==> config.mk <==
export PLATFORM = sky130hd
export DESIGN_NAME = date_text_to_day_number_core_flat
export DESIGN_NICKNAME = d
export VERILOG_FILES = /design/src/rtl/core/dtdn_pkg.sv /design/src/rtl/core/dtdn_ifs.sv /design/src/rtl/core/date_text_to_day_number_core.sv /design/src/flat_wrapper.sv
export SDC_FILE = /design/constraint.sdc
export NUM_CORES = 1
export LEC_CHECK = 0
export ABC_AREA = 1
export ABC_CLOCK_PERIOD_IN_PS = 6590
export BUFFER_PORTS_ARGS = -buffer_cell sky130_fd_sc_hd__buf_2
export CORE_MARGIN = 2
export CORE_UTILIZATION = 35
export CTS_CLUSTER_SIZE = 12
export DETAILED_ROUTE_END_ITERATION = 8
export MAX_ROUTING_LAYER = met4
export SETUP_SLACK_MARGIN = 0.05
export SLEW_MARGIN = 40
export SYNTH_ARGS = -nofsm -noshare
export SYNTH_HDL_FRONTEND = slang
export SYNTH_SLANG_ARGS = --single-unit
export TNS_END_PERCENT = 1
==> constraint.sdc <==
create_clock -name clk -period 6.59 [get_ports clk]
set_clock_uncertainty 0.15 [all_clocks]
set_input_delay 0.9885 -clock clk [delete_from_list [all_inputs] [get_ports clk]]
set_output_delay 0.9885 -clock clk [all_outputs]
set_load 0.03 [all_outputs]
==> src/rtl/core/dtdn_pkg.sv <==
// shared constants, types and calendar tables for the date text to day number core
package dtdn_pkg;

  // largest year that still gives a valid date
  localparam int MAX_YEAR = 65535;

  // year accumulator saturates at MAX_YEAR + 1, so it needs one value more
  localparam int YEAR_W  = $clog2(MAX_YEAR + 2);
  localparam int FIELD_W = 8;
  localparam int CHAR_W  = 8;
  localparam int DAY_W   = 25;
  localparam int SUM_W   = YEAR_W + 10;

  // config port
  localparam int PADDR_W = 3;
  localparam int PDATA_W = 32;
  localparam logic [PADDR_W-3:0] REG_DAY_DELIM = '0;
  localparam logic [CHAR_W-1:0]  DELIM_RESET   = 8'd124;

  // character codes
  localparam logic [CHAR_W-1:0] CH_SPACE = 8'h20;
  localparam logic [CHAR_W-1:0] CH_PLUS  = 8'h2B;
  localparam logic [CHAR_W-1:0] CH_MINUS = 8'h2D;
  localparam logic [CHAR_W-1:0] CH_ZERO  = 8'h30;
  localparam logic [CHAR_W-1:0] CH_NINE  = 8'h39;

  // which field of the line is being parsed
  typedef enum logic [2:0] {
    FLD_YEAR  = 3'b001,
    FLD_MONTH = 3'b010,
    FLD_DAY   = 3'b100
  } field_t;

  // where inside a field the parser stands
  typedef enum logic [3:0] {
    PH_LEAD   = 4'b0001,
    PH_PLUS   = 4'b0010,
    PH_DIGITS = 4'b0100,
    PH_TRAIL  = 4'b1000
  } phase_t;

  // days in a month of a common year, zero for a month that does not exist
  function automatic logic [4:0] month_len(input logic [3:0] m);
    logic [4:0] len;
    case (m)
      4'd1:    len = 5'd31;
      4'd2:    len = 5'd28;
      4'd3:    len = 5'd31;
      4'd4:    len = 5'd30;
      4'd5:    len = 5'd31;
      4'd6:    len = 5'd30;
      4'd7:    len = 5'd31;
      4'd8:    len = 5'd31;
      4'd9:    len = 5'd30;
      4'd10:   len = 5'd31;
      4'd11:   len = 5'd30;
      4'd12:   len = 5'd31;
      default: len = 5'd0;
    endcase
    return len;
  endfunction

  // days of the months before month m in a common year
  function automatic logic [8:0] days_before(input logic [3:0] m);
    logic [8:0] cnt;
    case (m)
      4'd1:    cnt = 9'd0;
      4'd2:    cnt = 9'd31;
      4'd3:    cnt = 9'd59;
      4'd4:    cnt = 9'd90;
      4'd5:    cnt = 9'd120;
      4'd6:    cnt = 9'd151;
      4'd7:    cnt = 9'd181;
      4'd8:    cnt = 9'd212;
      4'd9:    cnt = 9'd243;
      4'd10:   cnt = 9'd273;
      4'd11:   cnt = 9'd304;
      4'd12:   cnt = 9'd334;
      default: cnt = 9'd0;
    endcase
    return cnt;
  endfunction

endpackage

==> src/rtl/core/dtdn_ifs.sv <==
// valid/ready stream interfaces for character beats and day number beats
interface dtdn_char_if;
  import dtdn_pkg::*;

  logic              valid;
  logic              ready;
  logic [CHAR_W-1:0] char_code;
  logic              line_end;

  modport source (output valid, output char_code, output line_end, input ready);
  modport sink   (input valid, input char_code, input line_end, output ready);
endinterface

interface dtdn_day_if;
  import dtdn_pkg::*;

  logic             valid;
  logic             ready;
  logic             date_valid;
  logic [DAY_W-1:0] day_number;

  modport source (output valid, output date_valid, output day_number, input ready);
  modport sink   (input valid, input date_valid, input day_number, output ready);
endinterface

==> src/rtl/core/date_text_to_day_number_core.sv <==
// date text to day number core: character parser, date check and day count
//
// Usage: one character of a text line enters per beat on char_in, with
// line_end marking the last character. The line is read as year-month-day,
// each field with optional leading spaces, '+', digits and trailing spaces.
// The day field ends at the day delimiter register (APB offset 0) or at
// the line end; the rest of the line is ignored.
// Exactly one beat leaves on day_out per line, carrying date_valid and the
// day count with 0001-01-01 as day 1 (Julian leap rule), or 0 if invalid.
// Throughput: one character per clock, back to back, while char_in.ready
// stays high. The finished fields of a line are latched in the field
// register; the range checks and the 365 * year multiply-add then run into
// the output register.
// Stalls: while day_out is held, one more finished line waits in the field
// register; from then on char_in.ready stays low until the output frees.
// Reset (rst, synchronous) clears the parser and both result stages and
// sets the delimiter to '|'.
module date_text_to_day_number_core (
  input  logic                         clk,
  input  logic                         rst,
  dtdn_char_if.sink                    char_in,
  dtdn_day_if.source                   day_out,
  input  logic                         psel,
  input  logic                         penable,
  input  logic                         pwrite,
  input  logic [dtdn_pkg::PADDR_W-1:0] paddr,
  input  logic [dtdn_pkg::PDATA_W-1:0] pwdata,
  output logic [dtdn_pkg::PDATA_W-1:0] prdata,
  output logic                         pready
);
  import dtdn_pkg::*;

  localparam logic [YEAR_W+3:0] YEAR_LIMIT = (YEAR_W+4)'(MAX_YEAR);
  localparam logic [YEAR_W-1:0] YEAR_SAT   = YEAR_W'(MAX_YEAR + 1);
  localparam logic [YEAR_W-1:0] YEAR_TOP   = YEAR_W'(MAX_YEAR);

  // config register
  logic [CHAR_W-1:0] day_delim;

  // parser state
  field_t             field_index, field_index_next;
  phase_t             field_phase, field_phase_next;
  logic               digit_seen, digit_seen_next;
  logic [YEAR_W-1:0]  year_accum, year_accum_next;
  logic [FIELD_W-1:0] month_accum, month_accum_next;
  logic [FIELD_W-1:0] day_accum, day_accum_next;
  logic               error_flag, error_flag_next;
  logic               past_delim, past_delim_next;

  // field stage
  logic               a_vld;
  logic               a_base_ok;
  logic [YEAR_W-1:0]  a_year;
  logic [FIELD_W-1:0] a_month;
  logic [FIELD_W-1:0] a_day;

  // output stage
  logic               o_vld;
  logic               o_date_valid;
  logic [DAY_W-1:0]   o_day_number;

  logic o_free, a_adv, acc;

  // handshake
  assign o_free        = !o_vld || day_out.ready;
  assign a_adv         = a_vld && o_free;
  assign char_in.ready = !a_vld || o_free;
  assign acc           = char_in.valid && char_in.ready;

  // apb port
  assign pready = 1'b1;
  assign prdata = (paddr[PADDR_W-1:2] == REG_DAY_DELIM) ?
                  PDATA_W'(day_delim) : '0;

  always_ff @(posedge clk) begin
    if (rst) begin
      day_delim <= DELIM_RESET;
    end else if (psel && penable && pwrite && pready &&
                 paddr[PADDR_W-1:2] == REG_DAY_DELIM) begin
      day_delim <= pwdata[CHAR_W-1:0];
    end
  end

  // digit accumulation, saturating
  logic [3:0]          digit;
  logic [YEAR_W+3:0]   year_mul;
  logic [FIELD_W+3:0]  month_mul, day_mul;
  logic [YEAR_W-1:0]   year_add;
  logic [FIELD_W-1:0]  month_add, day_add;
  logic                is_digit;

  assign digit    = char_in.char_code[3:0];
  assign is_digit = char_in.char_code inside {[CH_ZERO:CH_NINE]};

  always_comb begin
    year_mul  = {1'b0, year_accum, 3'b000} + {3'b000, year_accum, 1'b0} +
                (YEAR_W+4)'(digit);
    month_mul = {1'b0, month_accum, 3'b000} + {3'b000, month_accum, 1'b0} +
                (FIELD_W+4)'(digit);
    day_mul   = {1'b0, day_accum, 3'b000} + {3'b000, day_accum, 1'b0} +
                (FIELD_W+4)'(digit);
    year_add  = (year_mul > YEAR_LIMIT) ? YEAR_SAT : year_mul[YEAR_W-1:0];
    month_add = (month_mul > (FIELD_W+4)'(255)) ? 8'hFF : month_mul[FIELD_W-1:0];
    day_add   = (day_mul > (FIELD_W+4)'(255)) ? 8'hFF : day_mul[FIELD_W-1:0];
  end

  // character parser
  always_comb begin
    field_index_next = field_index;
    field_phase_next = field_phase;
    digit_seen_next  = digit_seen;
    year_accum_next  = year_accum;
    month_accum_next = month_accum;
    day_accum_next   = day_accum;
    error_flag_next  = error_flag;
    past_delim_next  = past_delim;
    if (!error_flag && !past_delim) begin
      if (field_index == FLD_DAY && char_in.char_code == day_delim) begin
        if (!digit_seen) error_flag_next = 1'b1;
        past_delim_next = 1'b1;
      end else if (char_in.char_code == CH_MINUS && field_index != FLD_DAY) begin
        if (!digit_seen) begin
          error_flag_next = 1'b1;
        end else begin
          field_index_next = (field_index == FLD_YEAR) ? FLD_MONTH : FLD_DAY;
          field_phase_next = PH_LEAD;
          digit_seen_next  = 1'b0;
        end
      end else if (char_in.char_code == CH_SPACE) begin
        case (field_phase)
          PH_PLUS:   error_flag_next  = 1'b1;
          PH_DIGITS: field_phase_next = PH_TRAIL;
          default:   ;
        endcase
      end else if (char_in.char_code == CH_PLUS) begin
        if (field_phase == PH_LEAD) field_phase_next = PH_PLUS;
        else error_flag_next = 1'b1;
      end else if (is_digit) begin
        if (field_phase == PH_TRAIL) begin
          error_flag_next = 1'b1;
        end else begin
          field_phase_next = PH_DIGITS;
          digit_seen_next  = 1'b1;
          case (field_index)
            FLD_YEAR:  year_accum_next  = year_add;
            FLD_MONTH: month_accum_next = month_add;
            default:   day_accum_next   = day_add;
          endcase
        end
      end else begin
        error_flag_next = 1'b1;
      end
    end
  end

  // parser registers, cleared after each line
  always_ff @(posedge clk) begin
    if (rst) begin
      field_index <= FLD_YEAR;
      field_phase <= PH_LEAD;
      digit_seen  <= 1'b0;
      year_accum  <= '0;
      month_accum <= '0;
      day_accum   <= '0;
      error_flag  <= 1'b0;
      past_delim  <= 1'b0;
    end else if (acc) begin
      if (char_in.line_end) begin
        field_index <= FLD_YEAR;
        field_phase <= PH_LEAD;
        digit_seen  <= 1'b0;
        year_accum  <= '0;
        month_accum <= '0;
        day_accum   <= '0;
        error_flag  <= 1'b0;
        past_delim  <= 1'b0;
      end else begin
        field_index <= field_index_next;
        field_phase <= field_phase_next;
        digit_seen  <= digit_seen_next;
        year_accum  <= year_accum_next;
        month_accum <= month_accum_next;
        day_accum   <= day_accum_next;
        error_flag  <= error_flag_next;
        past_delim  <= past_delim_next;
      end
    end
  end

  // field stage: latch the finished fields of a line
  always_ff @(posedge clk) begin
    if (rst) begin
      a_vld <= 1'b0;
    end else if (acc && char_in.line_end) begin
      a_vld <= 1'b1;
    end else if (a_adv) begin
      a_vld <= 1'b0;
    end
  end

  always_ff @(posedge clk) begin
    if (acc && char_in.line_end) begin
      a_base_ok <= !error_flag_next && field_index_next == FLD_DAY && digit_seen_next;
      a_year    <= year_accum_next;
      a_month   <= month_accum_next;
      a_day     <= day_accum_next;
    end
  end

  // date checks and day count
  logic              leap, y_ok, m_ok, d_ok, date_ok;
  logic [3:0]        m_idx;
  logic [4:0]        dim;
  logic [YEAR_W-1:0] yy;
  logic [SUM_W-1:0]  day_sum;

  always_comb begin
    m_idx   = a_month[3:0];
    leap    = (a_year[1:0] == 2'b00);
    y_ok    = (a_year != '0) && (a_year <= YEAR_TOP);
    m_ok    = (a_month >= 8'd1) && (a_month <= 8'd12);
    dim     = month_len(m_idx) + 5'((leap && a_month == 8'd2) ? 1 : 0);
    d_ok    = (a_day != '0) && (a_day <= FIELD_W'(dim));
    date_ok = a_base_ok && y_ok && m_ok && d_ok;
    yy      = a_year - YEAR_W'(1);
    day_sum = SUM_W'(yy) * SUM_W'(365) + SUM_W'(yy >> 2) +
              SUM_W'(days_before(m_idx)) +
              SUM_W'((leap && a_month > 8'd2) ? 1 : 0) + SUM_W'(a_day);
  end

  // output register
  always_ff @(posedge clk) begin
    if (rst) begin
      o_vld <= 1'b0;
    end else if (a_adv) begin
      o_vld <= 1'b1;
    end else if (day_out.ready) begin
      o_vld <= 1'b0;
    end
  end

  always_ff @(posedge clk) begin
    if (a_adv) begin
      o_date_valid <= date_ok;
      o_day_number <= date_ok ? day_sum[DAY_W-1:0] : '0;
    end
  end

  assign day_out.valid      = o_vld;
  assign day_out.date_valid = o_date_valid;
  assign day_out.day_number = o_day_number;

  // checks
  a_invalid_zero: assert property (@(posedge clk) disable iff (rst)
    o_vld && !o_date_valid |-> o_day_number == '0)
    else $error("invalid date carries a nonzero day count");

  a_valid_nonzero: assert property (@(posedge clk) disable iff (rst)
    o_vld && o_date_valid |-> o_day_number != '0)
    else $error("valid date carries a zero day count");

  a_line_latched: assert property (@(posedge clk) disable iff (rst)
    acc && char_in.line_end |=> a_vld)
    else $error("line end beat did not reach the field stage");

  a_line_cleared: assert property (@(posedge clk) disable iff (rst)
    acc && char_in.line_end |=>
      field_index == FLD_YEAR && field_phase == PH_LEAD && !digit_seen &&
      !error_flag && !past_delim)
    else $error("parser not cleared after line end");

endmodule

==> src/flat_wrapper.sv <==
// flat-port wrapper written by rule: the top's interface ports become plain ports
module date_text_to_day_number_core_flat import dtdn_pkg::*;
  (clk, rst, psel, penable, pwrite, paddr, pwdata, prdata, pready, char_in_valid, char_in_char_code, char_in_line_end, char_in_ready, day_out_valid, day_out_date_valid, day_out_day_number, day_out_ready);
  dtdn_char_if char_in_i ();
  dtdn_day_if day_out_i ();
  input  logic clk;
  input  logic rst;
  input  logic psel;
  input  logic penable;
  input  logic pwrite;
  input  logic [dtdn_pkg::PADDR_W-1:0] paddr;
  input  logic [dtdn_pkg::PDATA_W-1:0] pwdata;
  output logic [dtdn_pkg::PDATA_W-1:0] prdata;
  output logic pready;
  input wire logic [$bits(char_in_i.valid)-1:0] char_in_valid;
  input wire logic [$bits(char_in_i.char_code)-1:0] char_in_char_code;
  input wire logic [$bits(char_in_i.line_end)-1:0] char_in_line_end;
  output wire logic [$bits(char_in_i.ready)-1:0] char_in_ready;
  output wire logic [$bits(day_out_i.valid)-1:0] day_out_valid;
  output wire logic [$bits(day_out_i.date_valid)-1:0] day_out_date_valid;
  output wire logic [$bits(day_out_i.day_number)-1:0] day_out_day_number;
  input wire logic [$bits(day_out_i.ready)-1:0] day_out_ready;
  assign char_in_i.valid = char_in_valid;
  assign char_in_i.char_code = char_in_char_code;
  assign char_in_i.line_end = char_in_line_end;
  assign char_in_ready = char_in_i.ready;
  assign day_out_valid = day_out_i.valid;
  assign day_out_date_valid = day_out_i.date_valid;
  assign day_out_day_number = day_out_i.day_number;
  assign day_out_i.ready = day_out_ready;
  date_text_to_day_number_core u_core (.clk(clk), .rst(rst), .char_in(char_in_i), .day_out(day_out_i), .psel(psel), .penable(penable), .pwrite(pwrite), .paddr(paddr), .pwdata(pwdata), .prdata(prdata), .pready(pready));
endmodule
==> metrics, run 1 <==
status=completed; Setup Viol. Count Final=0; 1st-pass router iterations=5; CTS Sinks=125; Worst-Margin Slew=0.704 ns; Slew headroom=52.9%; Synth area leaders=ha_1 16%, fa_1 14%, edfxtp_1 14%; Layout area overhead=11.4%; Mapped Area=0.0129 mm²; chip width=196 µm; gr ovfl total=0; Core Rows=70; Seq pwr share=22.6%; EDFF count, synth=60; final net count=2,009; Register Area=0.00310 mm²; pin count of the biggest net entering global routing=46; leakage power=7.35 nW; vias in the first global route=10,000; final core utilization=39.4%; peak supply drop=188 µV; min cycle time layout=6.21 ns; Synth top cells by count=338 x nand2_1, 323 x inv_1, 161 x ha_1, 102 x nor2_1, 93 x a21oi_1; setup_tns=0 ns; via count=10,200; CTS H-tree depth=4; post-detailed-route count of antenna-violating nets=0; dpl ws=0.161 ns; max-slew violation count=0; Tot Pwr=3.74 mW; Die Ht=196 µm; achievable clock frequency=161 MHz; leading cell type by number of instances after synthesis=nand2_1; worst hold slack=0.321 ns; CP Capture Type=register; Clk Latency, worst-skew pair=0.43 ns; slowest cell on the critical path=fa_1; initial antenna violation count=0; Mapped Avg Cell Area=7.90 µm²; Die ar.=0.0385 mm²; family with the most delay on the worst path=adder cells; Placer Congestion=0.861; hpwl dp=23,000 µm; fillers=3,685; CP Class=register to register; CTS Root Buffer Type=clkbuf_16; sequential-to-total area share from yosys stat=24.0%; max-cap violations=0; final hold viol count=0; routed wire length=28,200 µm; DP Area=0.0137 mm²; drt wl/cell=12.9 µm; Cell Pwr Density=260 mW/mm²; Finished Cell Area=0.0144 mm²; Critical Path RT=6.59 ns; TritonCTS clock tree=done; hold-fix buffers at CTS=0; synth warn=0; Hold Crit Class=register to register; share of cells above drive strength 1=13.2%; Logic pwr share=52.7%; Distinct cells, synth=48; critical path's largest stage delay=0.56 ns; CP Launch Type=register; n_diodes=0; Synth Instances=1,638; Buf/Inv on CP=5; Via density=4.68; fin worst setup slack=0.380 ns; prevailing post-synth register cell=dfxtp_1; # IOs=112; #FFs+latches synth=125; total CTS buffers=17; ys async rst share=0%; area of the core=0.0365 mm²; Yosys top cell area share=15.6%; Final Cycle Share=94.2%; Critical Path Fanout Max=4; Sw Share=43.2%; Multi-input gate area=0.00848 mm²; DP Cell Count=2,150; Int Pwr=2.13 mW; leading area contributor after synthesis=ha_1; Starting Density=35.4%; # port buffers=60; First DRT Iteration DRCs=423; Longest Clk Path Bufs=2; clock power share=24.7%; # DRC=0; first-pass GRT wire length=47,400 µm; Reg clk slew, reported paths=0.07 ns; crit path DAT=6.21 ns; total track usage=15.6%; P_sw=1.62 mW; Layout Cells excl Fill=2,187
## power groups by stage
stage	Sequential [mW]	Combinational (mW)	Clock, mW
detailed placement	0.861	1.89	0
floorplan	0.866	1.50	0
CTS	0.845	1.91	0.938
finish	0.845	1.97	0.924
global placement	0.861	1.88	0
global route	0.847	2.29	0.977
## area by class of cell
cell class | instances | area share [%]
Inverter | 332 | 8.65
Multi-Input combinational cell | 1155 | 58.9
Clock buffer | 20 | 3.33
Timing Repair Buffer | 75 | 2.88
Sequential cell | 125 | 21.5
Tap cell | 468 | 4.06
Clock inverter | 12 | 0.677
## tightest hold or removal path, delay by kind of cell, from the launching register on
kind,cells,cell delay (ns)
flip-flops,1,0.31
buffers and inverters,1,0.06
AO/OA/AOI/OAI,1,0.05
## repair_timing
| item | CTS | global route |
|---|---|---|
| gates resized for setup | 0 | 23 |
| buffers inserted | 0 | 5 |
| endpoints found under the setup margin | 0 | 12 |
## cell families (layout without fill, tap and decap cells)
group                      count (synthesis)  after routing  share of synthesized area, %
and+or+nand+nor                          648            648                          22.6
buffers and inverters                    381            439                          12.2
adders and majority gates                252            252                          29.7
AOI/OAI and AO/OA                        181            181                          8.14
DFF                                      125            125                          24.0
xor gates and xnor gates                  49             49                          3.32
other                                      2             25                        0.0581
## layer usage
metal / wire length, µm / global-route usage [%] / vias up / part of all wire [%]
met5: 0 / - / - / 0
met4: 396 / 3.98 / 0 / 1.4
met3: 779 / 2.41 / 26 / 2.8
met2: 13400 / 25.7 / 166 / 47
met1: 13700 / 20.1 / 4747 / 48
li1: - / - / 5293 / -
## final timing paths
| check | startpoint | depth (start not counted) | endpoint | slack, ns |
|---|---|---|---|---|
| worst max-delay path | u_core.a_year[0]$_DFFE_PP_ | 27 | u_core.day_out.day_number[22]$_SDFFCE_PN0P_ | 0.38 |
| worst min register to register | u_core.error_flag$_SDFFE_PP0P_ | 2 | u_core.error_flag$_SDFFE_PP0P_ | 0.32 |
| worst min-delay path | u_core.error_flag$_SDFFE_PP0P_ | 2 | u_core.error_flag$_SDFFE_PP0P_ | 0.32 |
| worst max register to register | u_core.a_year[0]$_DFFE_PP_ | 27 | u_core.day_out.day_number[22]$_SDFFCE_PN0P_ | 0.38 |
## sequential cells by signal (all words and copies together), names as in the netlist, 3 cells and up, named ones only
register	cells
u_core.day_out.day_number	25
u_core.a_year	17
u_core.year_accum	17
u_core.a_day	8
u_core.a_month	8
u_core.day_accum	8
u_core.day_delim	8
u_core.month_accum	8
u_core.field_phase	4
u_core.field_index	3
## placed cells by master (no fill, tap or decap), types with 3 or more instances in the layout
cell and count:
nand2_1 338, inv_1 322, ha_1 158, nor2_1 98, a21oi_1 91, fa_1 91, nand3_1 65, dfxtp_1 65
edfxtp_1 60, buf_2 59, nand2_2 33, o21ai_0 31, xor2_1 30, conb_1 25, nand4_1 20, clkbuf_16 19
nor3_1 18, nand3_2 17, xnor2_1 17, a21oi_2 16, buf_4 16, or2_2 15, inv_2 10, nor2_2 9
a31oi_1 8, o211ai_1 8, nor4_1 7, and2_1 7, nor3_4 5, nor3b_1 5, inv_6 5, nor2_4 4
o21ai_1 4, o21a_1 4, o21bai_1 4, o31ai_1 4, clkinv_4 4, nor3_2 3, a21boi_1 3
Power figures use the tool's default switching activity.
==> run 2: changes to the inputs <==
--- a/config.mk
+++ b/config.mk
@@ -8,11 +8,14 @@
 export ABC_AREA = 1
 export ABC_CLOCK_PERIOD_IN_PS = 6590
 export BUFFER_PORTS_ARGS = -buffer_cell sky130_fd_sc_hd__buf_2
+export CELL_PAD_IN_SITES_DETAIL_PLACEMENT = 1
+export CELL_PAD_IN_SITES_GLOBAL_PLACEMENT = 2
 export CORE_MARGIN = 2
-export CORE_UTILIZATION = 35
+export CORE_UTILIZATION = 33
 export CTS_CLUSTER_SIZE = 12
 export DETAILED_ROUTE_END_ITERATION = 8
 export MAX_ROUTING_LAYER = met4
+export PLACE_DENSITY_LB_ADDON = 0.1
 export SETUP_SLACK_MARGIN = 0.05
 export SLEW_MARGIN = 40
 export SYNTH_ARGS = -nofsm -noshare
==> run 2 against run 1 <==
Net effect: non-clock buffer count rose by 13; cell count rose by 2.9%; utilization fell by 1.5 points; highest routed layer unchanged; register-to-register slack got worse by 0.11 ns; combinational power rose by 5%; worst setup slack got worse by 0.11 ns; global-route usage rose by 2.3 points; total power rose by 3.0%; worst hold slack improved by 0.0074 ns; critical endpoint unchanged.
==> metrics, run 2 (same netlist as run 1, synthesis figures left out) <==
status=completed; Reg clk slew, reported paths=0.06 ns (about the same); Hold Crit Class=register to register; Cell Pwr Density=263 mW/mm² (+1.2%); min cycle time layout=6.32 ns (+0.110 ns); Via density=4.59 (-1.9%); share of cells above drive strength 1=14.5% (+1.3 points); CTS H-tree depth=4 (unchanged); RSZ-0062 raised after global routing=true; n_diodes=0 (unchanged); Buf/Inv on CP=5 (unchanged); Slew headroom=49.1% (-3.8 points); commonest cells after routing, fill and taps aside=336 x nand2_1, 319 x inv_1, 154 x ha_1; DP Area=0.0138 mm² (+0.84%); hpwl dp=28,600 µm (+24%); crit path DAT=6.34 ns (+0.13 ns); 1st-pass router iterations=4 (-1); Critical Path RT=6.61 ns (+0.02 ns); Worst Hold End=u_core.error_flag$_SDFFE_PP0P_; Hold Startpoint=u_core.error_flag$_SDFFE_PP0P_; CP Capture Type=register; CTS Root Buffer Type=clkbuf_16; CP Launch Type=register; # IOs=112 (unchanged); final hold viol count=0 (unchanged); setup_tns=0 ns (unchanged); Die ar.=0.0408 mm² (+5.9%); area of the core=0.0386 mm² (+5.8%); Starting Density=33.5% (-1.9 points); CP Class=register to register; drt wl/cell=15.1 µm (+17%); most common cell after layout, fill and taps aside=nand2_1; Die Ht=202 µm (+2.9%); leakage power=7.39 nW (+0.51%); Setup Viol. Count Final=0 (unchanged); Layout area overhead=13.4%; Final Cycle Share=95.9% (+1.7 points); via count=10,300 (+0.94%); Clk Latency, worst-skew pair=0.45 ns (+0.02 ns); family with the most delay on the worst path=adder cells; reg2reg end=u_core.day_out.day_number[22]$_SDFFCE_PN0P_; total track usage=17.9% (+2.3 points); Finished Cell Area=0.0147 mm² (+1.8%); CTS Sinks=125 (unchanged); final core utilization=38.0% (-1.5 points); max reg flops=25 (unchanged); final net count=2,022 (+0.65%); max-slew violation count=0 (unchanged); most frequent CP cell=fa_1; fillers=4,708 (+28%); Register Area=0.00310 mm² (unchanged); # DRC=0 (unchanged); Placer Congestion=0.827 (-3.9%); worst reg2reg startpoint=u_core.a_year[1]$_DFFE_PP_; slowest cell on the critical path=fa_1; First DRT Iteration DRCs=321 (-24%); # port buffers=60 (unchanged); Critical Path Fanout Max=4 (unchanged); chip width=202 µm (+2.9%); vias in the first global route=11,100 (+11%); pin count of the biggest net entering global routing=46 (unchanged); Core Rows=72 (+2.9%); hold path depth=2 (unchanged); max-cap violations=0 (unchanged); Longest Clk Path Bufs=2 (unchanged); dpl ws=0.0452 ns (-0.115 ns); initial antenna violation count=0 (unchanged); routed wire length=34,000 µm (+20%); achievable clock frequency=158 MHz (-1.7%); Worst-Margin Slew=0.760 ns (+0.0566 ns); gr ovfl total=0 (unchanged); critical path's largest stage delay=0.57 ns (about the same); fin worst setup slack=0.270 ns (-0.110 ns); R2R Setup Slk=0.27 ns (-0.11 ns); TritonCTS clock tree=done; post-detailed-route count of antenna-violating nets=0 (unchanged); peak supply drop=176 µV (-6.4%); first-pass GRT wire length=57,000 µm (+20%); Multi-input gate area=0.00858 mm² (+1.2%); worst reg2reg path depth=27 (unchanged); total CTS buffers=17 (unchanged)
==> run 2: metrics by stage <==
stage / instances / total power, mW / hold WS (ns)
6_report: 2250 / 3.86 / 0.328
5_1_grt: 2250 / 4.27 / 0.361
4_1_cts: 2240 / 3.85 / 0.334
3_5_place_dp: 2207 / 2.87 / 0.318
3_3_place_gp: 2207 / 2.86 / 0.307
2_1_floorplan: 1661 / 2.37 / 0.292
==> run 2: how the worst max path moves through the flow <==
stage	start	endpoint	slack (ns)	cells after the start
finish	u_core.a_year[1]$_DFFE_PP_	u_core.day_out.day_number[22]$_SDFFCE_PN0P_	0.27	27
global route	u_core.a_year[1]$_DFFE_PP_	u_core.day_out.day_number[21]$_SDFFCE_PN0P_	-0.04	30
CTS	u_core.a_year[0]$_DFFE_PP_	u_core.day_out.day_number[22]$_SDFFCE_PN0P_	0.06	28
detailed placement	u_core.a_year[0]$_DFFE_PP_	u_core.day_out.day_number[22]$_SDFFCE_PN0P_	0.05	28
global placement	u_core.a_year[0]$_DFFE_PP_	u_core.day_out.day_number[22]$_SDFFCE_PN0P_	0.10	28
floorplan	u_core.a_year[0]$_DFFE_PP_	u_core.day_out.day_number[22]$_SDFFCE_PN0P_	0.48	27
==> run 2: area by class of cell <==
class / instances / area share, %
timing repair buffer: 88 / 3.50
multi-input combinational: 1155 / 58.5
sequential: 125 / 21.2
inverter: 332 / 8.50
tap: 518 / 4.42
clock buffer: 18 / 2.93
clock inverter: 14 / 0.990
==> run 2: worst min-delay path, cell delays in order (launching register included) <==
cell     delay (ns)
dfxtp_1        0.32
inv_1          0.07
a21oi_1        0.05
==> run 2: layer usage <==
layer  up-vias  GRT usage, %  wire, µm
li1       5304             -         -
met3        22          2.05       618
met2        74          29.8     16300
met5         -             -         0
met1      4928          23.4     16700
met4         0          4.07       361
==> run 2: repair_timing <==
item                                   4_1_cts  5_1_grt
setup endpoints to repair                    1       10
pin swaps                                    1       16
hold buffers                                 0        0
resized for setup                            0       42
setup buffers                                1       10
endpoints found under the hold margin        0        0
==> run 2: where the power goes <==
part	total, mW	switching (mW)	internal, mW	leakage, nW
Clock	0.942	0.387	0.555	0.264
Combinational	2.07	1.26	0.811	6.01
Sequential	0.846	0.0124	0.833	1.11
Total	3.86	1.66	2.20	7.39
